File: src/hw/rtl/tcc_pkg.sv
// ----------------------------------------------------------------------------
// tcc_pkg
// Shared types and constants of the text console cursor engine: beat
// payloads, command and action codes, character codes, control bundles.
// ----------------------------------------------------------------------------
`default_nettype none

package tcc_pkg;

    // Screen limits and tab spacing
    localparam int MAX_COLUMNS = 512;
    localparam int MAX_ROWS    = 256;
    localparam int TAB_STOP    = 8;

    localparam int COL_LIM = (MAX_COLUMNS < 512) ? MAX_COLUMNS : 512;
    localparam int ROW_LIM = (MAX_ROWS < 256) ? MAX_ROWS : 256;

    localparam logic [9:0] COLS_RESET = 10'd80;
    localparam logic [8:0] ROWS_RESET = 9'd25;

    // Configuration register indexes
    localparam int CFG_IDX_W = 1;
    localparam logic [CFG_IDX_W-1:0] REG_TEXT_COLUMNS = 1'd0;
    localparam logic [CFG_IDX_W-1:0] REG_TEXT_ROWS    = 1'd1;

    // Input command codes
    localparam logic [1:0] CMD_PUT   = 2'd0;
    localparam logic [1:0] CMD_DRAW  = 2'd1;
    localparam logic [1:0] CMD_CLEAR = 2'd2;

    // Output action codes
    localparam logic [1:0] ACT_DRAW   = 2'd0;
    localparam logic [1:0] ACT_SCROLL = 2'd1;
    localparam logic [1:0] ACT_CLEAR  = 2'd2;

    // Character codes
    localparam logic [7:0] CH_BS    = 8'h08;
    localparam logic [7:0] CH_TAB   = 8'h09;
    localparam logic [7:0] CH_LF    = 8'h0A;
    localparam logic [7:0] CH_CR    = 8'h0D;
    localparam logic [7:0] CH_SPACE = 8'h20;
    localparam logic [7:0] CH_DEL   = 8'h7F;

    typedef struct packed {
        logic [1:0] command;
        logic [7:0] char_code;
        logic [8:0] cell_column;
        logic [7:0] cell_row;
    } t_tcc_in;

    typedef struct packed {
        logic [1:0] action;
        logic [7:0] glyph_code;
        logic [8:0] out_column;
        logic [7:0] out_row;
        logic       last;
    } t_tcc_out;

    // Datapath operation for one sequencer step
    typedef enum logic [1:0] {
        OP_DECODE,
        OP_PRINT,
        OP_NEWLINE
    } t_tcc_op;

    // What the step just taken leaves to do
    typedef enum logic [1:0] {
        PH_PRINT,
        PH_NEWLINE,
        PH_DONE
    } t_tcc_phase;

    typedef struct packed {
        logic    load;
        logic    step;
        t_tcc_op op;
        logic    flush;
    } t_tcc_ctl;

    typedef struct packed {
        logic       step_ok;
        t_tcc_phase next_phase;
    } t_tcc_sts;

endpackage

`default_nettype wire

File: src/hw/rtl/tcc_ctrl.sv
// ----------------------------------------------------------------------------
// tcc_ctrl
// Sequencer of the cursor engine: takes one input beat, then walks the
// decode, print and newline steps of the datapath and ends with a flush.
// ----------------------------------------------------------------------------
`default_nettype none

module tcc_ctrl (
    input  wire logic              i_clk,
    input  wire logic              i_rst_n,
    input  wire logic              i_in_valid,
    output logic                   o_in_ready,
    output tcc_pkg::t_tcc_ctl      o_ctl,
    input  wire tcc_pkg::t_tcc_sts i_sts
);
    import tcc_pkg::*;

    typedef enum logic [2:0] {
        S_IDLE,
        S_DECODE,
        S_PRINT,
        S_NEWLINE,
        S_FLUSH
    } t_state;

    t_state r_state;
    t_state n_state;

    assign o_in_ready = (r_state == S_IDLE);

    always_comb begin
        o_ctl       = '0;
        o_ctl.op    = OP_DECODE;
        o_ctl.load  = i_in_valid && (r_state == S_IDLE);
        n_state     = r_state;
        unique case (r_state)
            S_IDLE: begin
                if (o_ctl.load) begin
                    n_state = S_DECODE;
                end
            end
            S_DECODE, S_PRINT, S_NEWLINE: begin
                unique case (r_state)
                    S_PRINT:   o_ctl.op = OP_PRINT;
                    S_NEWLINE: o_ctl.op = OP_NEWLINE;
                    default:   o_ctl.op = OP_DECODE;
                endcase
                o_ctl.step = i_sts.step_ok;
                if (i_sts.step_ok) begin
                    unique case (i_sts.next_phase)
                        PH_PRINT:   n_state = S_PRINT;
                        PH_NEWLINE: n_state = S_NEWLINE;
                        default:    n_state = S_FLUSH;
                    endcase
                end
            end
            S_FLUSH: begin
                o_ctl.flush = i_sts.step_ok;
                if (i_sts.step_ok) begin
                    n_state = S_IDLE;
                end
            end
            default: n_state = S_IDLE;
        endcase
    end

    always_ff @(posedge i_clk) begin
        if (!i_rst_n) begin
            r_state <= S_IDLE;
        end else begin
            r_state <= n_state;
        end
    end

    // An accepted beat always starts with decode
    a_load_decode: assert property (@(posedge i_clk) disable iff (!i_rst_n)
        i_in_valid && o_in_ready |=> r_state == S_DECODE)
        else $error("accepted beat did not enter decode");

    // The pending slot is empty when decode begins, so decode never stalls
    a_decode_room: assert property (@(posedge i_clk) disable iff (!i_rst_n)
        r_state == S_DECODE |-> i_sts.step_ok)
        else $error("decode found a result still pending");

    // A newline step is always the final step of an item
    a_newline_ends: assert property (@(posedge i_clk) disable iff (!i_rst_n)
        r_state == S_NEWLINE && i_sts.step_ok |=> r_state == S_FLUSH)
        else $error("newline step did not end the item");

endmodule

`default_nettype wire

File: src/hw/rtl/tcc_dp.sv
// ----------------------------------------------------------------------------
// tcc_dp
// Datapath of the cursor engine: screen size registers, cursor, step logic,
// a one-entry pending slot that settles the last flag, and the output register.
// ----------------------------------------------------------------------------
`default_nettype none

module tcc_dp (
    input  wire logic                            i_clk,
    input  wire logic                            i_rst_n,
    input  wire tcc_pkg::t_tcc_in                i_in,
    input  wire tcc_pkg::t_tcc_ctl               i_ctl,
    output tcc_pkg::t_tcc_sts                    o_sts,
    input  wire logic                            i_cfg_valid,
    input  wire logic [tcc_pkg::CFG_IDX_W-1:0]   i_cfg_idx,
    input  wire logic [9:0]                      i_cfg_data,
    output logic                                 o_out_valid,
    input  wire logic                            i_out_ready,
    output tcc_pkg::t_tcc_out                    o_out
);
    import tcc_pkg::*;

    // Control state
    logic [8:0] r_col;
    logic [7:0] r_row;
    logic [9:0] r_cols;
    logic [8:0] r_rows;
    logic       r_pend_v;
    logic       r_out_v;

    // Payload
    t_tcc_in    r_in;
    t_tcc_out   r_pend;
    t_tcc_out   r_out;
    logic       r_tab;
    logic [7:0] r_glyph;
    logic [9:0] r_stop;

    // Step results
    logic       res_v;
    t_tcc_out   res;
    logic [8:0] n_col;
    logic [7:0] n_row;
    logic       n_tab;
    logic [7:0] n_glyph;
    logic [9:0] n_stop;
    t_tcc_phase next_phase;

    logic [8:0] bs_col;
    logic [7:0] bs_row;
    logic [9:0] x_next;
    logic [8:0] y_next;
    logic       out_free;

    assign out_free          = !r_out_v || i_out_ready;
    assign o_sts.step_ok     = !r_pend_v || out_free;
    assign o_sts.next_phase  = next_phase;
    assign o_out_valid       = r_out_v;
    assign o_out             = r_out;

    assign x_next = {1'b0, r_col} + 10'd1;
    assign y_next = {1'b0, r_row} + 9'd1;

    always_comb begin
        res_v      = 1'b0;
        res        = '0;
        res.action = ACT_DRAW;
        n_col      = r_col;
        n_row      = r_row;
        n_tab      = r_tab;
        n_glyph    = r_glyph;
        n_stop     = r_stop;
        next_phase = PH_DONE;
        bs_col     = r_col;
        bs_row     = r_row;
        unique case (i_ctl.op)
            OP_DECODE: begin
                unique case (r_in.command)
                    CMD_DRAW: begin
                        res_v = ({1'b0, r_in.cell_column} < r_cols) &&
                                ({1'b0, r_in.cell_row} < r_rows);
                        res.glyph_code = r_in.char_code;
                        res.out_column = r_in.cell_column;
                        res.out_row    = r_in.cell_row;
                    end
                    CMD_CLEAR: begin
                        res_v      = 1'b1;
                        res.action = ACT_CLEAR;
                        n_col      = '0;
                        n_row      = '0;
                    end
                    CMD_PUT: begin
                        priority if (r_in.char_code == CH_LF) begin
                            next_phase = PH_NEWLINE;
                        end else if (r_in.char_code == CH_CR) begin
                            n_col = '0;
                        end else if (r_in.char_code == CH_BS) begin
                            // step back, wrapping to the end of the row above
                            if (r_col != '0) begin
                                bs_col = r_col - 9'd1;
                            end else if (r_row != '0) begin
                                bs_row = r_row - 8'd1;
                                bs_col = 9'(r_cols - 10'd1);
                            end
                            n_col = bs_col;
                            n_row = bs_row;
                            res_v = ({1'b0, bs_col} < r_cols) && ({1'b0, bs_row} < r_rows);
                            res.glyph_code = CH_SPACE;
                            res.out_column = bs_col;
                            res.out_row    = bs_row;
                        end else if (r_in.char_code == CH_TAB) begin
                            n_tab      = 1'b1;
                            n_glyph    = CH_SPACE;
                            n_stop     = 10'((({1'b0, r_col} / TAB_STOP) + 10'd1) * TAB_STOP);
                            next_phase = PH_PRINT;
                        end else if (r_in.char_code < CH_SPACE ||
                                     r_in.char_code == CH_DEL) begin
                            next_phase = PH_DONE;
                        end else begin
                            n_tab      = 1'b0;
                            n_glyph    = r_in.char_code;
                            next_phase = PH_PRINT;
                        end
                    end
                    default: next_phase = PH_DONE;
                endcase
            end
            OP_PRINT: begin
                // draw at the cursor, then advance or wrap
                res_v = ({1'b0, r_col} < r_cols) && ({1'b0, r_row} < r_rows);
                res.glyph_code = r_glyph;
                res.out_column = r_col;
                res.out_row    = r_row;
                if (x_next >= r_cols) begin
                    next_phase = PH_NEWLINE;
                end else begin
                    n_col = x_next[8:0];
                    if (r_tab && x_next < r_stop) begin
                        next_phase = PH_PRINT;
                    end
                end
            end
            OP_NEWLINE: begin
                n_col = '0;
                if (y_next >= r_rows) begin
                    res_v = 1'b1;
                    if (r_rows <= 9'd1) begin
                        res.action = ACT_CLEAR;
                        n_row      = '0;
                    end else begin
                        res.action = ACT_SCROLL;
                        n_row      = 8'(r_rows - 9'd1);
                    end
                end else begin
                    n_row = y_next[7:0];
                end
            end
            default: next_phase = PH_DONE;
        endcase
    end

    always_ff @(posedge i_clk) begin
        if (!i_rst_n) begin
            r_col    <= '0;
            r_row    <= '0;
            r_cols   <= COLS_RESET;
            r_rows   <= ROWS_RESET;
            r_pend_v <= 1'b0;
            r_out_v  <= 1'b0;
        end else begin
            // load the output register from the pending slot, else drop a taken beat
            if (r_pend_v && ((i_ctl.step && res_v) || i_ctl.flush)) begin
                r_out_v <= 1'b1;
            end else if (i_out_ready) begin
                r_out_v <= 1'b0;
            end
            if (i_cfg_valid) begin
                // hold the clamped screen size
                unique case (i_cfg_idx)
                    REG_TEXT_COLUMNS: begin
                        if (i_cfg_data == '0) begin
                            r_cols <= 10'd1;
                        end else if (i_cfg_data > 10'(COL_LIM)) begin
                            r_cols <= 10'(COL_LIM);
                        end else begin
                            r_cols <= i_cfg_data;
                        end
                    end
                    REG_TEXT_ROWS: begin
                        if (i_cfg_data[8:0] == '0) begin
                            r_rows <= 9'd1;
                        end else if (i_cfg_data[8:0] > 9'(ROW_LIM)) begin
                            r_rows <= 9'(ROW_LIM);
                        end else begin
                            r_rows <= i_cfg_data[8:0];
                        end
                    end
                    default: ;
                endcase
            end
            if (i_ctl.step) begin
                r_col <= n_col;
                r_row <= n_row;
                if (res_v) begin
                    r_pend_v <= 1'b1;
                end
            end
            if (i_ctl.flush && r_pend_v) begin
                r_pend_v <= 1'b0;
            end
        end
    end

    always_ff @(posedge i_clk) begin
        if (i_ctl.load) begin
            r_in <= i_in;
        end
        if (i_ctl.step) begin
            r_tab   <= n_tab;
            r_glyph <= n_glyph;
            r_stop  <= n_stop;
            if (res_v) begin
                r_pend <= res;
                if (r_pend_v) begin
                    r_out <= {r_pend[$bits(t_tcc_out)-1:1], 1'b0};
                end
            end
        end
        if (i_ctl.flush && r_pend_v) begin
            r_out <= {r_pend[$bits(t_tcc_out)-1:1], 1'b1};
        end
    end

    // A clear always homes the cursor
    a_clear_home: assert property (@(posedge i_clk) disable iff (!i_rst_n)
        i_ctl.step && res_v && res.action == ACT_CLEAR |=> r_col == '0 && r_row == '0)
        else $error("clear left the cursor away from home");

    // A scroll leaves the cursor at column 0 of the bottom row
    a_scroll_bottom: assert property (@(posedge i_clk) disable iff (!i_rst_n)
        i_ctl.step && res_v && res.action == ACT_SCROLL
        |=> r_col == '0 && {1'b0, r_row} == $past(r_rows) - 9'd1)
        else $error("scroll left the cursor off the bottom row");

    // Every draw beat names a cell on the screen
    a_draw_on_screen: assert property (@(posedge i_clk) disable iff (!i_rst_n)
        r_out_v && r_out.action == ACT_DRAW
        |-> {1'b0, r_out.out_column} < r_cols && {1'b0, r_out.out_row} < r_rows)
        else $error("draw beat outside the screen");

    // A flush empties the pending slot
    a_flush_empties: assert property (@(posedge i_clk) disable iff (!i_rst_n)
        i_ctl.flush |=> !r_pend_v)
        else $error("pending result survived a flush");

endmodule

`default_nettype wire

File: src/hw/rtl/text_console_cursor_engine.sv
// Sequencing: each item passes through the idle accept, one decode step, one step per drawn
//   cell (up to 8 for a tab), a newline step where one is due and one flush step; a new item
//   is accepted only once the last one has been flushed.
// Path: each result goes from the step logic into the pending slot and on to the output
//   register; a step stalls while the pending slot is full and the output register holds a
//   beat that is not taken.
// Reset (synchronous, active low) homes the cursor, sets an 80 x 25 screen, drops pending beats.
// ----------------------------------------------------------------------------
// text_console_cursor_engine
// Turns console commands into cell draw, scroll and clear beats while
// keeping a text cursor: newline, carriage return, backspace, tab, wrap.
// ----------------------------------------------------------------------------
`default_nettype none

module text_console_cursor_engine (
    input  wire logic                           i_clk,
    input  wire logic                           i_rst_n,
    // command channel
    input  wire logic                           i_in_valid,
    output logic                                o_in_ready,
    input  wire tcc_pkg::t_tcc_in               i_in,
    // drawing beat channel
    output logic                                o_out_valid,
    input  wire logic                           i_out_ready,
    output tcc_pkg::t_tcc_out                   o_out,
    // configuration write channel
    input  wire logic                           i_cfg_valid,
    output logic                                o_cfg_ready,
    input  wire logic [tcc_pkg::CFG_IDX_W-1:0]  i_cfg_idx,
    input  wire logic [9:0]                     i_cfg_data
);
    import tcc_pkg::*;

    t_tcc_ctl ctl;
    t_tcc_sts sts;

    // Screen size writes go straight into the size registers; the port never stalls.
    assign o_cfg_ready = 1'b1;

    // Controller: accept a command beat, sequence the steps, flush the last beat.
    tcc_ctrl u_ctrl (
        .i_clk      (i_clk),
        .i_rst_n    (i_rst_n),
        .i_in_valid (i_in_valid),
        .o_in_ready (o_in_ready),
        .o_ctl      (ctl),
        .i_sts      (sts)
    );

    // Datapath: cursor, screen size, step logic. Each result is held in a
    // pending slot until the next result or the flush tells whether it is
    // the last beat of its command, then moves to the output register.
    tcc_dp u_dp (
        .i_clk       (i_clk),
        .i_rst_n     (i_rst_n),
        .i_in        (i_in),
        .i_ctl       (ctl),
        .o_sts       (sts),
        .i_cfg_valid (i_cfg_valid),
        .i_cfg_idx   (i_cfg_idx),
        .i_cfg_data  (i_cfg_data),
        .o_out_valid (o_out_valid),
        .i_out_ready (i_out_ready),
        .o_out       (o_out)
    );

endmodule

`default_nettype wire

File: config.mk
export PLATFORM = sky130hd
export DESIGN_NAME = text_console_cursor_engine
export DESIGN_NICKNAME = d
export VERILOG_FILES = /design/src/hw/rtl/tcc_pkg.sv /design/src/hw/rtl/tcc_ctrl.sv /design/src/hw/rtl/tcc_dp.sv /design/src/hw/rtl/text_console_cursor_engine.sv
export SDC_FILE = /design/constraint.sdc
export NUM_CORES = 1
export LEC_CHECK = 0
export BUFFER_PORTS_ARGS = -buffer_cell sky130_fd_sc_hd__buf_4
export CORE_ASPECT_RATIO = 0.75
export CORE_MARGIN = 2
export CORE_UTILIZATION = 40
export DETAILED_ROUTE_END_ITERATION = 8
export HOLD_SLACK_MARGIN = 0.03
export PLACE_DENSITY_LB_ADDON = 0.25
export SLEW_MARGIN = 5
export SYNTH_ARGS = -nofsm -noshare
export SYNTH_HDL_FRONTEND = slang
export SYNTH_SLANG_ARGS = --single-unit
File: constraint.sdc
create_clock -name i_clk -period 5.6 [get_ports i_clk]
set_clock_uncertainty 0.05 [all_clocks]
set_input_delay 1.12 -clock i_clk [delete_from_list [all_inputs] [get_ports i_clk]]
set_output_delay 1.12 -clock i_clk [all_outputs]
set_load 0.02 [all_outputs]
After elaboration in Yosys (flattened, before gate mapping)
Index checks and enable logic that the tools add are counted.
Storage, ports and cells
  register bits after elaboration: 139
  latch bits: 0
  RAM bits: 0
  bits in read-only memories: 0
  bits of input ports: 43
  word-level logic and storage cells: 183
  memories kept: 0
Cells by class
  add/subtract/negate cells: 7
  multiply operators: 0
  divide/modulo/power cells: 0
  $lt $le $gt $ge: 13
  equality and inequality tests: 24
  shifts and indexed selects: 0
  muxes and demuxes: 71
  bitwise logic cells: 5
  reduce and logical (&&, ||, !) cells: 40
Operator list (count)
  9-bit 2-to-1 mux: 13
  28-bit 2-to-1 mux: 4
  8-bit 2-to-1 mux: 13
  25-bit one-hot mux with 2 select lines: 2
  25-bit 2-to-1 mux: 2
  8-bit by 4-bit equality test with 1-bit output, second input constant: 4
  8-bit one-hot mux with 2 select lines: 2
  9-bit by 10-bit < comparator with 1-bit output: 3
  8-bit by 9-bit < comparator with 1-bit output: 3
  9-bit one-hot mux with 3 select lines: 1
  23-bit 2-to-1 mux: 1
  2-bit 2-to-1 mux: 11
  10-bit 2-to-1 mux: 2
  9-bit one-hot mux with 2 select lines: 1
  9-bit by 1-bit subtractor with 9-bit output, second input constant: 2
  8-bit by 1-bit subtractor with 8-bit output, second input constant: 2
  7-bit AND reduction: 2
  3-bit 2-to-1 mux: 4
  2-bit one-hot mux with 2 select lines: 3
  6-bit AND reduction: 2
  9-bit by 1-bit adder with 10-bit output, second input constant: 1
  10-bit >= comparator: 1
  10-bit > comparator, second input constant: 1
  10-bit zero test: 1
  37 further kinds: 79

Depth between registers and ports, before layout
Gate-level depths: netlist (run 1).
  word-level depth: 19
  depth in mapped cells: 17
  gate-level depth less buffers: 15

By module
Synthesis (run 1) repeated with hierarchy kept, for this count alone.
Unflattened totals
  cells, all modules: 851
  area total of the unflattened synthesis: 8620.8 µm²
Modules (own cells, without submodules)
  tcc_dp: times used 1, cells each 827, area each 8430.6 µm², seq. area each 3693.5 µm²
  tcc_ctrl: times used 1, cells each 22, area each 178.9 µm², seq. area each 60.1 µm²
  text_console_cursor_engine: times used 1, cells each 2, area each 11.3 µm², seq. area each 0.0 µm²

Least setup slack after synthesis (run 1)
Ideal clock, no wire load.
  path type: flip-flop to flip-flop
  from: reg u_dp.r_col[0]
  to: reg u_dp.r_pend[10] in the netlist's numbering, enable pin
  arrival: 4.985 ns
  data required time: 5.119 ns
  setup slack: 0.133 ns
  stages on the path, launching flop included: 16
  buffers on the path: 1
  period minus slack after synthesis: 5.467 ns
  path through: dfxtp_1 > clkbuf_1 > inv_1 > ha_1 > nor4b_4 > nand2_1 > nor4_1 > mux2i_1 > inv_1 > ha_1 > a21oi_1 > nand2_1 > a211o_1 > a2111oi_0 > o2111ai_2 > a31oi_1
Between the ends
  cells in the longest elaborated chain, start to end: 15
  elaborated cells on any way between the ends: 26
Ends and longest elaborated chain
  from (decl): RTL line tcc_dp.sv:24  | logic [8:0] r_col;
  from (signal assigned): RTL line tcc_dp.sv:202  | r_col <= n_col;
  9-bit by 1-bit subtractor with 9-bit output, or another cell as far along: RTL line tcc_dp.sv:100  | bs_col = r_col - 9'd1;
  9-bit 2-to-1 mux / 8-bit 2-to-1 mux (equally long branches): RTL line tcc_dp.sv:99  | if (r_col != '0) begin
  9-bit 2-to-1 mux / 8-bit 2-to-1 mux (equally long branches): RTL line tcc_dp.sv:97  | end else if (r_in.char_code == CH_BS) begin
  9-bit 2-to-1 mux / 8-bit 2-to-1 mux (equally long branches): RTL line tcc_dp.sv:95  | end else if (r_in.char_code == CH_CR) begin
  9-bit 2-to-1 mux / 8-bit 2-to-1 mux (equally long branches): RTL line tcc_dp.sv:93  | priority if (r_in.char_code == CH_LF) begin
  9-bit 2-to-1 mux / 8-bit 2-to-1 mux (equally long branches): RTL line tcc_dp.sv:78  | unique case (r_in.command)
  9-bit 2-to-1 mux / 8-bit 2-to-1 mux (equally long branches): RTL line tcc_dp.sv:76  | unique case (i_ctl.op)
  9-bit by 10-bit < comparator with 1-bit output / 8-bit by 9-bit < comparator with 1-bit output (equally long branches): RTL line tcc_dp.sv:107  | res_v = ({1'b0, bs_col} < r_cols) && ({1'b0, bs_row} < r_rows);
  1-bit logical AND: RTL line tcc_dp.sv:107
  1-bit 2-to-1 mux: RTL line tcc_dp.sv:97
  1-bit 2-to-1 mux: RTL line tcc_dp.sv:95
  1-bit 2-to-1 mux: RTL line tcc_dp.sv:93
  1-bit one-hot mux with 3 select lines: RTL line tcc_dp.sv:78
  1-bit one-hot mux with 3 select lines (*): RTL line tcc_dp.sv:76
  2-bit AND reduction (no source line) (*)
  to (signal assigned): RTL line tcc_dp.sv:223  | r_pend <= res;
  to (decl): RTL line tcc_dp.sv:33  | t_tcc_out r_pend;
Mark *: on every way between the ends. The rest lies on a longest branch, timed or not. The select of a mux whose other input is x is not followed.
A chain may end at the register's enable or synchronous reset.

Final worst setup path (run 1)
  from: reg u_dp.r_col[1]
  to: reg u_dp.r_out, in the netlist u_dp.o_out[17], enable pin
Between the ends
  cells in the longest elaborated chain, start to end: 16
  elaborated cells on any way between the ends: 27
Ends and longest elaborated chain
  9-bit by 1-bit subtractor with 9-bit output, or another cell as far along: RTL line tcc_dp.sv:100
  9-bit 2-to-1 mux / 8-bit 2-to-1 mux (equally long branches): RTL line tcc_dp.sv:99
  9-bit 2-to-1 mux / 8-bit 2-to-1 mux (equally long branches): RTL line tcc_dp.sv:97
  9-bit 2-to-1 mux / 8-bit 2-to-1 mux (equally long branches): RTL line tcc_dp.sv:95
  9-bit 2-to-1 mux / 8-bit 2-to-1 mux (equally long branches): RTL line tcc_dp.sv:93
  9-bit 2-to-1 mux / 8-bit 2-to-1 mux (equally long branches): RTL line tcc_dp.sv:78
  9-bit 2-to-1 mux / 8-bit 2-to-1 mux (equally long branches): RTL line tcc_dp.sv:76
  9-bit by 10-bit < comparator with 1-bit output / 8-bit by 9-bit < comparator with 1-bit output (equally long branches): RTL line tcc_dp.sv:107
  1-bit logical AND: RTL line tcc_dp.sv:107
  1-bit 2-to-1 mux: RTL line tcc_dp.sv:97
  1-bit 2-to-1 mux: RTL line tcc_dp.sv:95
  1-bit 2-to-1 mux: RTL line tcc_dp.sv:93
  1-bit one-hot mux with 3 select lines: RTL line tcc_dp.sv:78
  1-bit one-hot mux with 3 select lines (*): RTL line tcc_dp.sv:76
  2-bit nonzero test (no source line) (*)
  3-bit AND reduction (no source line) (*)
  to (signal assigned): RTL line tcc_dp.sv:225  | r_out <= {r_pend[$bits(t_tcc_out)-1:1], 1'b0};
  to (signal assigned): RTL line tcc_dp.sv:230  | r_out <= {r_pend[$bits(t_tcc_out)-1:1], 1'b1};
  to (decl): RTL line tcc_dp.sv:34  | t_tcc_out r_out;
Marked as above.

==> metrics.yaml, run 1 <==
startpoint_type: "register"
p_leak_uw: 0.00425
area_delta_synth_final_pct: 16.2
synth_top_cell_area_share_pct: 33.0
worstRegToRegCells: 15
hold-path-endpoint: "u_dp.o_out[0]"
setup_violations: 0
r2r-start: "u_dp.r_col[1]"
grt_max_degree: 55
r2r_setup_slack_ps: 670
grt_pass1_wl_um: 37800
ir_drop_mv: 0.205
critPathCaptureType: "register"
num_rows: 47
fp.dieH_um: 133
fin_ws_ps: 672
critical_path_required_ps: 5620
synthesis.area_sq_um: 8830
tns_ps: 0
drive_gt1_share_pct: 16.7
dieArea_sq_um: 23300
hold_buffers: 0
vias: 7041
synth.area.top_cells: "edfxtp_1 33%, ha_1 12%, dfxtp_1 9.5%"
cts_resized: 0
numClockSinks: 139
drtIter0Drc: 798
io_buffers: 72
yosysWarnings: 0
cts_buffers: 17
maxCapViolCount: 0
cts.clk_slew.worst_paths_ps: 70
worst-setup-path-type: "reg -> reg"
vias_per_cell: 5.57
hold_start: "u_dp.o_out[0]"
io_pins: 74
synth_common_cells: "97 x edfxtp_1, 87 x ha_1, 71 x nor2_1, 62 x nand2_1, 57 x inv_1"
postSynthAreaPerCell_sq_um: 9.83
initial_core_util_pct: 40.4
status: "complete, no violations"
ys_types: 76
cts_root_buffer: "clkbuf_16"
antenna_left: 0
final_core_utilization_pct: 46.9
yosysTopAreaCell: "edfxtp_1"
place_congestion: 0.986
wire_per_inst_um: 19.1
route.detailed.drc: 0
cts_tree: "done"
tightest_slew_ps: 1170
dp_slack_ps: 784
synth_most_common_cell: "edfxtp_1"
min_period_over_period_pct: 88.0
fin_nets: 1086
clkLatencyLatePin_ps: 440
grt_pass1_vias: 6550
fin_crit_ps: 4930
slowest_stage: "a2111oi_0"
grt_overflow_total: 0
ys_ff_latch: 139
cp_cell_sequence: "inv_1 -> ha_1 -> nor4b_4 -> nand2_1 -> nor4_1 -> mux2i_1 -> inv_1 -> ha_1 -> a21oi_1 -> nand2_1 -> a211o_1 -> a2111oi_0 -> o2111ai_2 -> a31oi_4 -> buf_4"
cp_slowest_stage_delay_ps: 550
die_width_um: 176
critPathMaxFanout: 54
synth-async-reset-ratio_pct: 0
drt_wl_total_um: 24200
core_area_sq_um: 21900
synth_ff_type: "edfxtp_1"
synth-edff-count: 97
ys_seq_area_share_pct: 42.5
antenna_cells: 0
reg2reg_to: "u_dp.o_out[17]"
post-place-cells: 1231
syn_nets: 1028
slew_viol_final: 0
syn_inst: 898
min_path_cells: 2
antenna_found_initial: 0
hpwlAfterDp_um: 18200
dr.pass1.iters: 5
cts_max_path_buffers: 2
grt_setup_unrepaired: "false"
cp.arrival_ps: 4940
power.density_nw_per_um2: 280
fmax_ghz: 0.203
relSlewSlack_pct: 21.6
cts_setup_buffers: 0
stdcell_count: 1263
grt_usage_pct: 21.4
htree_levels: 4
holdCritPathClass: "reg -> reg"
hold_viol: 0
-- power breakdown --
group          switching, uW  internal, uW  total [uW]
Clock                    448           729        1180
Combinational            315           200         515
Sequential              47.7          1140        1190
-- layout by cell type (no fill, tap or decap), types with 10 or more instances in the layout --
cell	count
clkbuf_16	17
nor2b_1	17
edfxtp_1	97
and2_1	11
nand4_1	10
nor4_1	10
nor2_1	71
dfxtp_1	42
xnor2_1	27
nor3_1	20
nand2_1	62
a22oi_1	40
nand3_1	25
ha_1	87
o21ai_0	49
and2_4	19
a21oi_1	43
buf_4	87
a22o_1	10
inv_1	57
-- worst max-delay path by stage --
| stage | from | endpoint | slack, ps | cells after the start |
|---|---|---|---|---|
| 4_1_cts | u_dp.r_col[1] | u_dp.o_out[27] | 730 | 16 |
| 3_3_place_gp | u_dp.r_col[1] | u_dp.o_out[19] | 850 | 15 |
| 5_1_grt | u_dp.r_col[1] | u_dp.o_out[27] | 310 | 16 |
| 6_report | u_dp.r_col[1] | u_dp.o_out[17] | 670 | 15 |
| 3_5_place_dp | u_dp.r_col[1] | u_dp.o_out[27] | 780 | 16 |
| 2_1_floorplan | u_dp.r_col[0] | u_dp.r_pend[10] | 130 | 15 |
-- final cells by class --
| type | instances | area, sq um |
|---|---|---|
| inverters | 58 | 218 |
| fillers | 2085 | 11600 |
| repair buffers | 87 | 653 |
| clock inverters | 12 | 161 |
| clock buffers | 20 | 457 |
| multi-input cells | 653 | 4650 |
| well taps | 294 | 368 |
| flip-flops and latches | 139 | 3750 |
-- registers in the layout (all words and copies together) (netlist names) --
name / count
u_dp.o_out: 28
u_dp.r_in: 27
u_dp.r_pend: 27
u_dp.r_cols: 10
u_dp.r_col: 9
u_dp.r_rows: 9
u_dp.r_glyph: 8
u_dp.r_row: 8
u_dp.r_stop: 7
u_ctrl.r_state: 3
u_dp.o_out_valid: 1
u_dp.r_pend_v: 1
u_dp.r_tab: 1
-- kinds of logic after synthesis --
logic type,share of synthesized area (%)
AND/OR/NAND/NOR,18.5
XOR/XNOR,3.47
flip-flops,42.5
multiplexers,0.595
adder cells (fa/ha/maj),12.6
AO/OA/AOI/OAI,17.4
other,0.0425
buffers and inverters,4.89
-- worst max-delay path, delay by kind of cell (launching register included) --
kind / cells / cell delay, ps
buf+inv: 3 / 670
fa+ha+maj: 2 / 520
flops: 1 / 410
compound gates: 5 / 1520
simple gates: 4 / 1060
mux: 1 / 310
-- through the flow --
stage / hold WS, ps / total power (uW) / area, sq um
after floorplan: 420 / 1540 / 8830
after CTS: 463 / 2890 / 10300
after detailed placement: 455 / 1710 / 9640
final: 464 / 2880 / 10300
after global routing: 480 / 3010 / 10300
after global placement: 446 / 1700 / 9640
-- routing by layer --
| layer | wire length [um] | vias to the layer above | global-route usage (%) |
|---|---|---|---|
| met4 | 391 | 0 | 6.06 |
| met2 | 9240 | 315 | 27.5 |
| met1 | 12100 | 3264 | 33.4 |
| li1 | - | 3432 | - |
| met5 | 0 | - | 0 |
| met3 | 2440 | 30 | 6.87 |
No activity file was read; power rests on OpenSTA's default activity.
==> run 2: changes to the inputs <==
--- a/config.mk
+++ b/config.mk
@@ -8,7 +8,7 @@
 export BUFFER_PORTS_ARGS = -buffer_cell sky130_fd_sc_hd__buf_4
 export CORE_ASPECT_RATIO = 0.75
 export CORE_MARGIN = 2
-export CORE_UTILIZATION = 40
+export CORE_UTILIZATION = 55
 export DETAILED_ROUTE_END_ITERATION = 8
 export HOLD_SLACK_MARGIN = 0.03
 export PLACE_DENSITY_LB_ADDON = 0.25
==> run 2 against run 1 <==
Flip-flop and latch count did not move. Non-clock buffer count fell by 2. Fmax fell by 2.0%. Worst setup slack got worse by 100 ps. Global-route usage rose by 7.1 points. Sequential share of layout area rose by 0.76 points. Final cell count fell by 6.8%. Die area fell by 27%. Critical endpoint is now u_dp.o_out[5]. Largest cell class unchanged. Largest power group unchanged.
==> metrics.yaml, run 2 (synthesis results as in run 1) <==
power.density_nw_per_um2: 273
core_area_sq_um: 15900
layout_commonest_cell: "edfxtp_1"
grt_setup_unrepaired: "false"
hold_buffers: 0
dieArea_sq_um: 17100
p_leak_uw: 0.00420
grt_max_degree: 55
relSlewSlack_pct: 22.5
fin_crit_ps: 5030
setup_violations: 0
antenna_found_initial: 0
slew_viol_final: 0
tightest_slew_ps: 1160
ir_drop_mv: 0.177
antenna_cells: 0
antenna_left: 0
drtIter0Drc: 955
fp.dieH_um: 114
critPathCaptureType: "register"
wire_per_inst_um: 20.0
vias_per_cell: 6.03
grt_pass1_wl_um: 36500
grt_overflow_total: 0
met3_length_um: 2650
drive_gt1_share_pct: 16.2
numClockSinks: 139
startpoint_type: "register"
layout_common_cells: "97 x edfxtp_1, 87 x ha_1, 85 x buf_4"
drt_wl_total_um: 23600
htree_levels: 4
maxCapViolCount: 0
cts_tree: "done"
critical_path_required_ps: 5840
critPathMaxFanout: 54
wl_met2_um: 9490
num_rows: 40
io_pins: 74
top_layer: "met4"
holdCritPathClass: "reg -> reg"
fin_nets: 1084
stdcell_count: 1177
die_width_um: 150
r2r_setup_slack_ps: 570
initial_core_util_pct: 55.7
post-place-cells: 1145
cp.arrival_ps: 5270
status: "complete, no violations"
route.detailed.drc: 0
clkLatencyLatePin_ps: 430
place_congestion: 0.988
wl_met1_um: 11100
dr.pass1.iters: 5
vias: 7092
cts_root_buffer: "clkbuf_16"
fmax_ghz: 0.199
tns_ps: 0
hpwlAfterDp_um: 17400
hold_viol: 0
cts_max_path_buffers: 2
min_period_over_period_pct: 89.8
largest_register_ffs: 28
cts_buffers: 17
power.total_uw: 2740
grt_usage_pct: 28.4
cts.clk_slew.worst_paths_ps: 70
cts_setup_buffers: 0
cts_resized: 0
grt_pass1_vias: 6626
worst-setup-path-type: "reg -> reg"
area_delta_synth_final_pct: 13.8
io_buffers: 72
run 2: cell count changes in the layout (fill, tap and decap cells not counted), sizes merged:
cell    before  now
bufinv       3    0
inv         60   61
clkinv       5    7
buf         87   85
run 2: path summary, 6_finish.rpt:
kind                  from       endpoint  depth (start not counted)
max          u_dp.r_col[0]  u_dp.o_out[5]                         16
min          u_dp.o_out[0]  u_dp.o_out[0]                          2
max reg2reg  u_dp.r_col[0]  u_dp.o_out[5]                         16
min reg2reg  u_dp.o_out[0]  u_dp.o_out[0]                          2
run 2: layer usage:
layer / GRT usage, % / vias to the layer above
li1: - / 3435
met1: 43.0 / 3242
met2: 39.2 / 390
met3: 9.16 / 25
met4: 6.92 / 0
met5: 0 / -
run 2: critical path, stage by stage, from the launching register on:
cell       delay, ps
dfxtp_1          440
inv_1            200
ha_1             230
nor4b_4          390
nand2_1          300
nor4_1           290
mux2i_1          290
inv_1             80
ha_1             310
a21oi_1          150
nand2_1           70
a211o_1          290
a2111oi_0        520
o2111ai_2        300
a31oi_4          210
buf_4            480
and2_2           250
run 2: report_power, final:
part | total (uW) | switching, uW | internal [uW] | leakage [uW]
clock network | 1040 | 472 | 571 | 0.000255
registers | 1190 | 48.4 | 1140 | 0.00129
logic | 511 | 312 | 199 | 0.00266
total | 2740 | 833 | 1910 | 0.00420
run 2: cell type report:
cell class              count  area, sq um
inverters                  58          218
flip-flops and latches    139         3750
well taps                 210          263
repair buffers             85          638
fillers                  1309         5810
clock buffers              20          437
multi-input cells         653         4650
clock inverters            12         92.6
run 2: metrics by stage:
stage	hold WS (ps)	area [sq um]	setup WS (ps)	utilization [%]
global placement	440	9520	814	60.0
global route	495	10100	189	63.4
detailed placement	450	9520	621	60.0
finish	461	10100	572	63.4
floorplan	420	8830	133	-
CTS	459	10100	583	63.4
